===== config.mk =====
export PLATFORM = sky130hd
export DESIGN_NAME = websocket_frame_deframer_unit
export DESIGN_NICKNAME = d
export VERILOG_FILES = /design/src/rtl/wsd_pkg.sv /design/src/rtl/wsd_parser.sv /design/src/rtl/wsd_rsp_reg.sv /design/src/rtl/websocket_frame_deframer_unit.sv
export SDC_FILE = /design/constraint.sdc
export NUM_CORES = 1
export LEC_CHECK = 0
export ABC_AREA = 1
export BUFFER_PORTS_ARGS = -buffer_cell sky130_fd_sc_hd__buf_2
export CORE_AREA = 3 3 231 165
export CTS_CLUSTER_DIAMETER = 120
export DETAILED_ROUTE_END_ITERATION = 7
export DIE_AREA = 0 0 234 168
export GPL_ROUTABILITY_DRIVEN = 0
export RECOVER_POWER = 50
export SETUP_SLACK_MARGIN = 0.1
export SLEW_MARGIN = 30
export SYNTH_ARGS = -nofsm -noshare
export SYNTH_HDL_FRONTEND = slang
export SYNTH_SLANG_ARGS = --single-unit

===== constraint.sdc =====
create_clock -name clock -period 9.2 [get_ports clock]
set_input_delay 0 -clock clock [delete_from_list [all_inputs] [get_ports clock]]
set_output_delay 0 -clock clock [all_outputs]
set_load 0.005 [all_outputs]

===== src/rtl/wsd_pkg.sv =====
package wsd_pkg;

   // result kinds
   localparam logic [1:0] KIND_HEADER  = 2'd0;
   localparam logic [1:0] KIND_PAYLOAD = 2'd1;
   localparam logic [1:0] KIND_ERROR   = 2'd2;

   // error codes
   localparam logic [1:0] ERR_NONE     = 2'd0;
   localparam logic [1:0] ERR_RESERVED = 2'd1;
   localparam logic [1:0] ERR_FRAGMENT = 2'd2;
   localparam logic [1:0] ERR_PROTOCOL = 2'd3;

   // opcodes
   localparam logic [3:0] OP_TEXT   = 4'h1;
   localparam logic [3:0] OP_BINARY = 4'h2;
   localparam logic [3:0] OP_CLOSE  = 4'h8;
   localparam logic [3:0] OP_PING   = 4'h9;
   localparam logic [3:0] OP_PONG   = 4'hA;

   localparam int LEN_W = 63;

   // one result beat
   typedef struct packed {
      logic [1:0]       kind;
      logic [3:0]       opcode;
      logic             masked;
      logic [LEN_W-1:0] length;
      logic [3:0]       hdr_size;
      logic [7:0]       pbyte;
      logic             eof;
      logic [1:0]       err;
   } result_type;

endpackage


===== src/rtl/wsd_parser.sv =====
module wsd_parser
   import wsd_pkg::*;
(
   input  logic       clock,
   input  logic       reset,
   input  logic       step,
   input  logic [7:0] byte_in,
   output logic       emit,
   output result_type res
);

   typedef enum logic [2:0] {
      PH_FIRST, PH_SECOND, PH_EXTLEN, PH_KEY, PH_PAYLOAD, PH_DEAD
   } phase_type;

   localparam logic [3:0] HCNT_EXT2_DONE = 4'd4;
   localparam logic [3:0] HCNT_EXT8_DONE = 4'd10;
   localparam logic [3:0] HCNT_KEY_SHORT = 4'd6;
   localparam logic [3:0] HCNT_KEY_EXT2  = 4'd8;
   localparam logic [3:0] HCNT_KEY_EXT8  = 4'd14;
   localparam logic [63:0] CTRL_MAX_LEN  = 64'd125;

   phase_type        phase_ff, phase_in;
   logic [3:0]       opcode_ff, opcode_in;
   logic             mask_ff, mask_in;
   logic [63:0]      len_ff, len_in;
   logic [3:0]       hcnt_ff, hcnt_in;
   logic [31:0]      key_ff, key_in;
   logic [1:0]       idx_ff, idx_in;
   logic             ext_ff, ext_in;
   logic             ext8_ff, ext8_in;
   logic [LEN_W-1:0] rem_ff, rem_in;

   logic [1:0] fail_code;
   logic       len_done, hdr_done, known_op, pay_eof;
   logic [7:0] key_byte;
   logic [3:0] len_stop, key_stop;

   // opcode check on the first header byte
   always_comb begin
      known_op = (byte_in[3:0] == OP_TEXT) || (byte_in[3:0] == OP_BINARY) ||
                 (byte_in[3:0] == OP_CLOSE) || (byte_in[3:0] == OP_PING) ||
                 (byte_in[3:0] == OP_PONG);
   end

   // current mask key byte, first key byte in the top lane
   always_comb begin
      unique case (idx_ff)
         2'd0:    key_byte = key_ff[31:24];
         2'd1:    key_byte = key_ff[23:16];
         2'd2:    key_byte = key_ff[15:8];
         default: key_byte = key_ff[7:0];
      endcase
   end

   // header byte counts that close the length and the key
   assign len_stop = ext8_ff ? HCNT_EXT8_DONE : HCNT_EXT2_DONE;
   assign key_stop = !ext_ff ? HCNT_KEY_SHORT :
                     (ext8_ff ? HCNT_KEY_EXT8 : HCNT_KEY_EXT2);

   // next state and result
   always_comb begin
      phase_in  = phase_ff;
      opcode_in = opcode_ff;
      mask_in   = mask_ff;
      len_in    = len_ff;
      hcnt_in   = hcnt_ff;
      key_in    = key_ff;
      idx_in    = idx_ff;
      ext_in    = ext_ff;
      ext8_in   = ext8_ff;
      rem_in    = rem_ff;
      fail_code = ERR_NONE;
      len_done  = 1'b0;
      hdr_done  = 1'b0;
      pay_eof   = (rem_ff == {{(LEN_W-1){1'b0}}, 1'b1});
      emit      = 1'b0;
      res       = '0;

      unique case (phase_ff)
         PH_FIRST: begin
            if ((byte_in & 8'h70) != 8'h00) begin
               fail_code = ERR_RESERVED;
            end else if (!byte_in[7]) begin
               fail_code = ERR_FRAGMENT;
            end else if (!known_op) begin
               fail_code = ERR_PROTOCOL;
            end else begin
               opcode_in = byte_in[3:0];
               hcnt_in   = 4'd1;
               phase_in  = PH_SECOND;
            end
         end
         PH_SECOND: begin
            mask_in = byte_in[7];
            key_in  = '0;
            hcnt_in = 4'd2;
            if (byte_in[6:0] < 7'd126) begin
               ext_in   = 1'b0;
               len_in   = {57'd0, byte_in[6:0]};
               len_done = 1'b1;
            end else begin
               ext_in   = 1'b1;
               ext8_in  = (byte_in[6:0] == 7'd127);
               len_in   = '0;
               phase_in = PH_EXTLEN;
            end
         end
         PH_EXTLEN: begin
            len_in  = {len_ff[55:0], byte_in};
            hcnt_in = hcnt_ff + 4'd1;
            if (hcnt_in == len_stop) begin
               len_done = 1'b1;
            end
         end
         PH_KEY: begin
            key_in  = {key_ff[23:0], byte_in};
            hcnt_in = hcnt_ff + 4'd1;
            if (hcnt_ff == key_stop - 4'd1) begin
               hdr_done = 1'b1;
            end
         end
         PH_PAYLOAD: begin
            idx_in       = idx_ff + 2'd1;
            rem_in       = rem_ff - {{(LEN_W-1){1'b0}}, 1'b1};
            emit         = 1'b1;
            res.kind     = KIND_PAYLOAD;
            res.opcode   = opcode_ff;
            res.masked   = mask_ff;
            res.length   = len_ff[LEN_W-1:0];
            res.hdr_size = hcnt_ff;
            res.pbyte    = byte_in ^ key_byte;
            res.eof      = pay_eof;
            if (pay_eof) begin
               phase_in = PH_FIRST;
            end
         end
         default: begin
         end
      endcase

      // length checks once the length is complete
      if (len_done) begin
         if (len_in[63] || (opcode_in[3] && (len_in > CTRL_MAX_LEN))) begin
            fail_code = ERR_PROTOCOL;
         end else if (mask_in) begin
            phase_in = PH_KEY;
         end else begin
            hdr_done = 1'b1;
         end
      end

      // header descriptor
      if (hdr_done) begin
         rem_in       = len_in[LEN_W-1:0];
         idx_in       = 2'd0;
         emit         = 1'b1;
         res.kind     = KIND_HEADER;
         res.opcode   = opcode_in;
         res.masked   = mask_in;
         res.length   = len_in[LEN_W-1:0];
         res.hdr_size = hcnt_in;
         res.eof      = (len_in == 64'd0);
         phase_in     = (len_in == 64'd0) ? PH_FIRST : PH_PAYLOAD;
      end

      // error report, sticky
      if (fail_code != ERR_NONE) begin
         emit     = 1'b1;
         res      = '0;
         res.kind = KIND_ERROR;
         res.err  = fail_code;
         phase_in = PH_DEAD;
      end
   end

   // parser state
   always_ff @(posedge clock) begin
      if (reset) begin
         phase_ff  <= PH_FIRST;
         opcode_ff <= '0;
         mask_ff   <= 1'b0;
         len_ff    <= '0;
         hcnt_ff   <= '0;
         key_ff    <= '0;
         idx_ff    <= '0;
         ext_ff    <= 1'b0;
         ext8_ff   <= 1'b0;
         rem_ff    <= '0;
      end else if (step) begin
         phase_ff  <= phase_in;
         opcode_ff <= opcode_in;
         mask_ff   <= mask_in;
         len_ff    <= len_in;
         hcnt_ff   <= hcnt_in;
         key_ff    <= key_in;
         idx_ff    <= idx_in;
         ext_ff    <= ext_in;
         ext8_ff   <= ext8_in;
         rem_ff    <= rem_in;
      end
   end

endmodule


===== src/rtl/wsd_rsp_reg.sv =====
module wsd_rsp_reg
   import wsd_pkg::*;
(
   input  logic       clock,
   input  logic       reset,
   input  logic       load,
   input  result_type res_in,
   input  logic       rsp_stall,
   output logic       room,
   output logic       rsp_valid,
   output result_type rsp_res
);

   logic       valid_ff, valid_in;
   result_type res_ff;

   // register can take a beat when empty or being drained
   assign room     = !valid_ff || !rsp_stall;
   assign valid_in = room ? load : valid_ff;

   always_ff @(posedge clock) begin
      if (reset) begin
         valid_ff <= 1'b0;
      end else begin
         valid_ff <= valid_in;
      end
   end

   always_ff @(posedge clock) begin
      if (room && load) begin
         res_ff <= res_in;
      end
   end

   assign rsp_valid = valid_ff;
   assign rsp_res   = res_ff;

endmodule


===== src/rtl/websocket_frame_deframer_unit.sv =====
// An accepted stream byte is registered in the input register and its result beat in the result register.
// Throughput: one byte per cycle; the input register and the result
// register pass a beat each cycle unless the result side stalls.
// Header bytes give no result until the header is complete, unless one is in error.
// Reset (synchronous, active high) returns to expect the first header byte.
module websocket_frame_deframer_unit
   import wsd_pkg::*;
(
   input  logic             clock,
   input  logic             reset,
   input  logic             req_valid,
   output logic             req_stall,
   input  logic [7:0]       req_stream_byte,
   output logic             rsp_valid,
   input  logic             rsp_stall,
   output logic [1:0]       rsp_result_kind,
   output logic [3:0]       rsp_frame_opcode,
   output logic             rsp_is_masked,
   output logic [LEN_W-1:0] rsp_frame_length,
   output logic [3:0]       rsp_header_size,
   output logic [7:0]       rsp_payload_byte,
   output logic             rsp_end_of_frame,
   output logic [1:0]       rsp_error_code
);

   logic       in_valid_ff, in_valid_in;
   logic [7:0] in_byte_ff;
   logic       room, step, emit;
   result_type res, rsp_res;

   // input register advances whenever the result register has room
   assign step        = in_valid_ff && room;
   assign req_stall   = in_valid_ff && !room;
   assign in_valid_in = req_stall ? in_valid_ff : req_valid;

   always_ff @(posedge clock) begin
      if (reset) begin
         in_valid_ff <= 1'b0;
      end else begin
         in_valid_ff <= in_valid_in;
      end
   end

   always_ff @(posedge clock) begin
      if (req_valid && !req_stall) begin
         in_byte_ff <= req_stream_byte;
      end
   end

   wsd_parser u_parser (
      .clock   (clock),
      .reset   (reset),
      .step    (step),
      .byte_in (in_byte_ff),
      .emit    (emit),
      .res     (res)
   );

   wsd_rsp_reg u_rsp (
      .clock     (clock),
      .reset     (reset),
      .load      (step && emit),
      .res_in    (res),
      .rsp_stall (rsp_stall),
      .room      (room),
      .rsp_valid (rsp_valid),
      .rsp_res   (rsp_res)
   );

   assign rsp_result_kind  = rsp_res.kind;
   assign rsp_frame_opcode = rsp_res.opcode;
   assign rsp_is_masked    = rsp_res.masked;
   assign rsp_frame_length = rsp_res.length;
   assign rsp_header_size  = rsp_res.hdr_size;
   assign rsp_payload_byte = rsp_res.pbyte;
   assign rsp_end_of_frame = rsp_res.eof;
   assign rsp_error_code   = rsp_res.err;

endmodule

# After elaboration in Yosys (flattened, before gate mapping)
# Cells that the tools add are included.
# totals
input_bits	12
register_bits	270
elab_cells	129
# classes
n_bitwise	3
order_cmp	2
n_mux	53
n_addsub	4
reduce_logical	30
n_eq_ne	15
# op_table
cell	n
$pmux W64 S2	1
$mux W63	2
$mux W82	1
$mux W72	1
$gt A64 B7 Y1 const B	1
$logic_not A64 Y1	1
$pmux W32 S2	1
$eq A63 B1 Y1 const B	1
$sub A63 B1 Y63 const B	1
$mux W3	12
$mux W4	9
$pmux W8 S3	1
$mux W2	8
$mux W1	13
$eq A4 B4 Y1 const B	3
$pmux W4 S3	1
$pmux W3 S3	1
$eq A4 B4 Y1	2
$reduce_bool A8 Y1	1
$xor A8 B8 Y8	1
$eq A7 B7 Y1 const B	1
$lt A7 B7 Y1 const B	1
$mux W7	1
$eq A3 B2 Y1 const B	2
20 further kinds	40

# Logic depth before layout (Yosys ltp)
# logic_depth
word_depth	17
mapped_depth	22
depth_no_buf	19

# Hierarchy
# Synthesis repeated with hierarchy kept, for this count alone.
# unflattened
cells_unflattened	2063
hier_area_um2	14458.9
# by_module_without_submodules
mod	instances	area_per_inst_um2	cells_per_inst
wsd_parser	1	11558.6	1954
wsd_rsp_reg	1	2596.2	90
websocket_frame_deframer_unit	1	304.0	19

# Worst setup path before layout
# OpenSTA, ideal clock, no wires.
# synth_timing
path_type	flip-flop to flip-flop
start	reg u_parser.phase_ff[1]
end	reg u_rsp.res_ff (netlist bit u_rsp.rsp_res[0]) (enable)
slack_ns	4.741
setup_ns	0.446
stages_incl_launch_ff	20
period_less_slack_ns	4.459
t_arrival_ns	4.013
path_buffers	4
path_cell_list	dfxtp_1 -> buf_2 -> nor2_2 -> nand2_2 -> nand2_2 -> buf_2 -> o21ai_0 -> nor2_1 -> nand2_1 -> nor2_1 -> nand2_1 -> nor2_2 -> nand3_1 -> nand3_1 -> nand3_2 -> nand3_1 -> nand2_2 -> buf_6 -> buf_2 -> nand2_1
# synth_via
elab_chain_len	11
# synth_lines
item	line_no	text
from (decl)	wsd_parser.sv:23	phase_type phase_ff, phase_in;
from (signal assigned)	wsd_parser.sv:191	phase_ff <= phase_in;
$eq A3 B2 Y1 / $eq A3 B1 Y1 (equally long branches)	wsd_parser.sv:80	unique case (phase_ff)
$pmux W64 S2	wsd_parser.sv:80	
$gt A64 B7 Y1	wsd_parser.sv:144	if (len_in[63] || (opcode_in[3] && (len_in > CTRL_MAX_LEN))) begin
$logic_and A1 B1 Y1	wsd_parser.sv:144	
$logic_or A1 B1 Y1	wsd_parser.sv:144	
$mux W1 / $mux W2 (equally long branches)	wsd_parser.sv:144	
$mux W1 / $mux W2 (equally long branches)	wsd_parser.sv:143	if (len_done) begin
$mux W1 / $reduce_bool A2 Y1 (equally long branches)	wsd_parser.sv:154, wsd_parser.sv:168	
$mux W1 (*)	wsd_parser.sv:168	if (fail_code != ERR_NONE) begin
$logic_and A1 B1 Y1 (*)	websocket_frame_deframer_unit.sv:62	.load (step && emit),
$logic_and A1 B1 Y1 (*)	wsd_rsp_reg.sv:30	if (room && load) begin
to (signal assigned)	wsd_rsp_reg.sv:31	res_ff <= res_in;
to (decl)	wsd_rsp_reg.sv:15	result_type res_ff;
# Every way passes the cells marked *; elsewhere a longest branch is shown, timed or not.
# A chain may end at the register's enable or synchronous reset.

# Final worst setup path
# layout_timing
start	reg u_parser.phase_ff[1]
end	reg u_rsp.res_ff (netlist bit u_rsp.rsp_res[34]) (enable)
# The elaborated chain is that of the path after synthesis.

==> impl_metrics.yaml <==
run:
  timing.max_cap.violations: 2
logic_synthesis:
  synth.distinct_cells: 37
  netlist_instances: 2053
  ys_ff_latch: 270
  synth_area_per_cell_um2: 6.968
  yosysSeqAreaShare_pct: 44.29
  synth_nets: 2072
  yosysWarnings: 0
  syn_area_um2: 14310
floorplanning:
  num_rows: 58
  dieArea_um2: 39310
  core_um2: 35920
  die_w_um: 234
  io_pins: 99
  dieHeight_um: 168
  initial_core_util_pct: 39.83
timing:
  slew_viol_final: 122
  finalSetupViolCount: 0
  slew_headroom_pct: -142.6
  fin_crit_ns: 6.506
  tns_ns: 0
  fin_ws_ns: 2.694
  period_share_pct: 70.71
  final_hold_viol_count: 0
  skew_ns: 0.01104
  fmax_ghz: 0.1537
  rsz0062_at_grt: "no"
  worstMarginPinSlew_ns: 3.639
global_routing:
  antenna_found_initial: 0
  first_global_vias: 11690
  grt_pass1_wl_um: 66070
  grt_usage_pct: 21.02
  overflow: 0
  grt_max_degree: 121
setup_path:
  r2r_slack_ns: 2.69
  reg2reg_from: "u_parser.phase_ff[1]"
  rr_worst_depth: 17
  crit_chain: "nor2_1 -> nand2_1 -> nand2_1 -> inv_1 -> nand2_1 -> nand3_1 -> nand2_1 -> nor2_1 -> nand3_1 -> nor2_1 -> nand2_1 -> nand3_1 -> nand3_1 -> nand3_1 -> nand2_4 -> nand2_4 -> buf_4"
  required_ns: 9.41
  timing.rr.end: "u_rsp.rsp_res[34]"
  cp_slowest_cell: "nand2_1"
  critPathLaunchType: "register"
  crit_path_max_incr_delay_ns: 1.18
  path_class: "register to register"
  crit_arrival_ns: 6.71
  end_kind: "register"
  timing.critical_path.fanout_max: 45
final_layout:
  drive_above_1_share_pct: 5.691
  instances_no_fill: 2606
  n_antenna_cell: 0
  fin_area_um2: 16030
  mostFrequentLayoutCells: "nand2_1 (540), nor2_1 (277), inv_1 (274)"
  area_delta_synth_final_pct: 12.03
  final_util_pct: 44.62
  fin_nets: 2122
  layout_commonest_cell: "nand2_1"
place:
  port_buffers: 98
  numPlacedInstances: 2540
  postPlaceCellArea_um2: 14970
  place_ws_ns: 3.842
  dp_hpwl_um: 28570
worst_hold_path:
  min_to: "in_byte_ff[7]"
  min_path_type: "input port to register"
  worstHoldStart: "req_stream_byte[7]"
  hold_depth: 2
clock_tree:
  cts.sinks: 270
  post-cts-setup-buffers: 0
  cts_buffer_depth: 3
  tritoncts: "done"
  cts-buffers-inserted: 29
  cts-root-buf: "clkbuf_16"
  clk_pin_slew_ns: 0.06
  clock_latency_ns: 0.58
  cts_max_level: 1
  postCtsResizedCells: 0
  cts_hold_buf: 12
detailed_routing:
  vias: 13310
  first_pass_iters: 6
  drcViolationCount: 0
  wl_per_cell_um: 16.15
  ant_nets: 0
  drt_iter0_drc: 1256
  routed_wl_um: 42080
  vias_per_cell: 5.107
power_and_ir_drop:
  power.density_nw_per_um2: 204.4
  ir_drop_mv: 0.1794
  power.leakage_nw: 7.512
status:
  outcome: "finished, violations left"
  violations: "capacitance limit, slew limit"
-- cell families (layout without fill, tap and decap cells) --
logic type | Yosys count | in the layout | synth area share (%)
xor gates and xnor gates | 63 | 63 | 3.857
DFF | 270 | 270 | 44.29
adders and majority gates | 7 | 7 | 0.6122
and+or+nand+nor | 986 | 986 | 27.88
AOI/OAI and AO/OA | 344 | 344 | 12.32
buffers and inverters | 383 | 456 | 11.04
-- synthesized netlist by cell type --
| cell type | n | area [um2] |
|---|---|---|
| nand2_1 | 539 | 2023 |
| nor2_1 | 276 | 1036 |
| inv_1 | 274 | 1028 |
| o21ai_0 | 180 | 900.9 |
| dfxtp_1 | 177 | 3543 |
| a21oi_1 | 127 | 635.6 |
| nand3_1 | 102 | 510.5 |
| edfxtp_1 | 93 | 2793 |
| xor2_1 | 62 | 543.0 |
| clkbuf_1 | 52 | 195.2 |
| nor3_1 | 23 | 115.1 |
| o21ai_1 | 22 | 110.1 |
| buf_2 | 16 | 80.08 |
| nand4_1 | 16 | 100.1 |
| buf_6 | 15 | 168.9 |
| buf_1 | 14 | 52.55 |
| nor4_1 | 9 | 56.30 |
| or2_2 | 8 | 50.05 |
| ha_1 | 7 | 87.58 |
| inv_2 | 7 | 26.28 |
| a211oi_1 | 6 | 45.04 |
| nand2_2 | 4 | 25.02 |
| and3_1 | 3 | 18.77 |
| nor2_2 | 3 | 18.77 |
| buf_4 | 2 | 15.01 |
| clkinv_1 | 2 | 7.510 |
| o2111ai_1 | 2 | 17.52 |
| o211ai_1 | 2 | 15.01 |
| o21bai_1 | 2 | 15.01 |
| clkbuf_2 | 1 | 5.000 |
| nand3_2 | 1 | 10.01 |
| nand3_4 | 1 | 17.52 |
| nand3b_1 | 1 | 7.510 |
| o221ai_1 | 1 | 8.760 |
| o22ai_1 | 1 | 6.260 |
| o31a_1 | 1 | 8.760 |
| xnor2_1 | 1 | 8.760 |
-- stage by stage --
step | hold WS, ns | total power, W
CTS | 0.1113 | 0.003300
floorplan | 0.09887 | 0.001849
global placement | 0.1784 | 0.002030
finish | 0.1318 | 0.003277
global route | 0.1148 | 0.003444
detailed placement | 0.1815 | 0.002036
-- report_power, final --
part	leakage [nW]	total (W)	switching, W	internal (W)
clock network	0.498	0.00126	0.000523	0.000733
registers	2.34	0.00137	0.0000514	0.00132
logic	4.67	0.000651	0.000450	0.000201
-- layout make-up --
cell class | count | area (um2)
multi-input cells | 1400 | 6391
clock buffers | 33 | 792.0
flip-flops and latches | 270 | 6336
repair buffers | 119 | 610.6
clock inverters | 21 | 231.5
inverters | 283 | 1065
well taps | 480 | 600.6
fillers | 3718 | 19900
-- per-layer routing --
layer,GRT usage [%],routed length [um]
met5,0,0
met4,3.962,782
met3,3.129,3336
met2,29.19,17150
met1,34.03,20810
-- state kept, by name (all words and copies together), names as in the netlist --
signal / cells
u_parser.opcode_ff: 4
u_parser.len_ff: 64
u_parser.idx_ff: 2
u_parser.hcnt_ff: 4
u_parser.ext8_ff: 1
u_parser.ext_ff: 1
in_valid_ff: 1
u_parser.phase_ff: 3
u_rsp.rsp_valid: 1
u_parser.rem_ff: 63
in_byte_ff: 8
u_rsp.rsp_res: 85
u_parser.key_ff: 32
u_parser.mask_ff: 1
-- worst max-delay path by stage --
stage,cells past startpoint,slack [ns],endpoint,from
floorplan,19,4.74,u_rsp.rsp_res[0],u_parser.phase_ff[1]
global placement,17,4.02,u_rsp.rsp_res[34],u_parser.phase_ff[1]
detailed placement,17,3.84,u_rsp.rsp_res[34],u_parser.phase_ff[1]
CTS,17,3.83,u_rsp.rsp_res[34],u_parser.phase_ff[1]
global route,17,2.21,u_rsp.rsp_res[55],u_parser.phase_ff[1]
finish,17,2.69,u_rsp.rsp_res[34],u_parser.phase_ff[1]
-- worst max-delay path, delay by kind of cell, from the launching register on --
| kind | cells | cell delay (ns) |
|---|---|---|
| buffers and inverters | 2 | 1.01 |
| DFF | 1 | 0.87 |
| and+or+nand+nor | 15 | 4.23 |
Note: power is estimated with default switching activity, not from simulation.
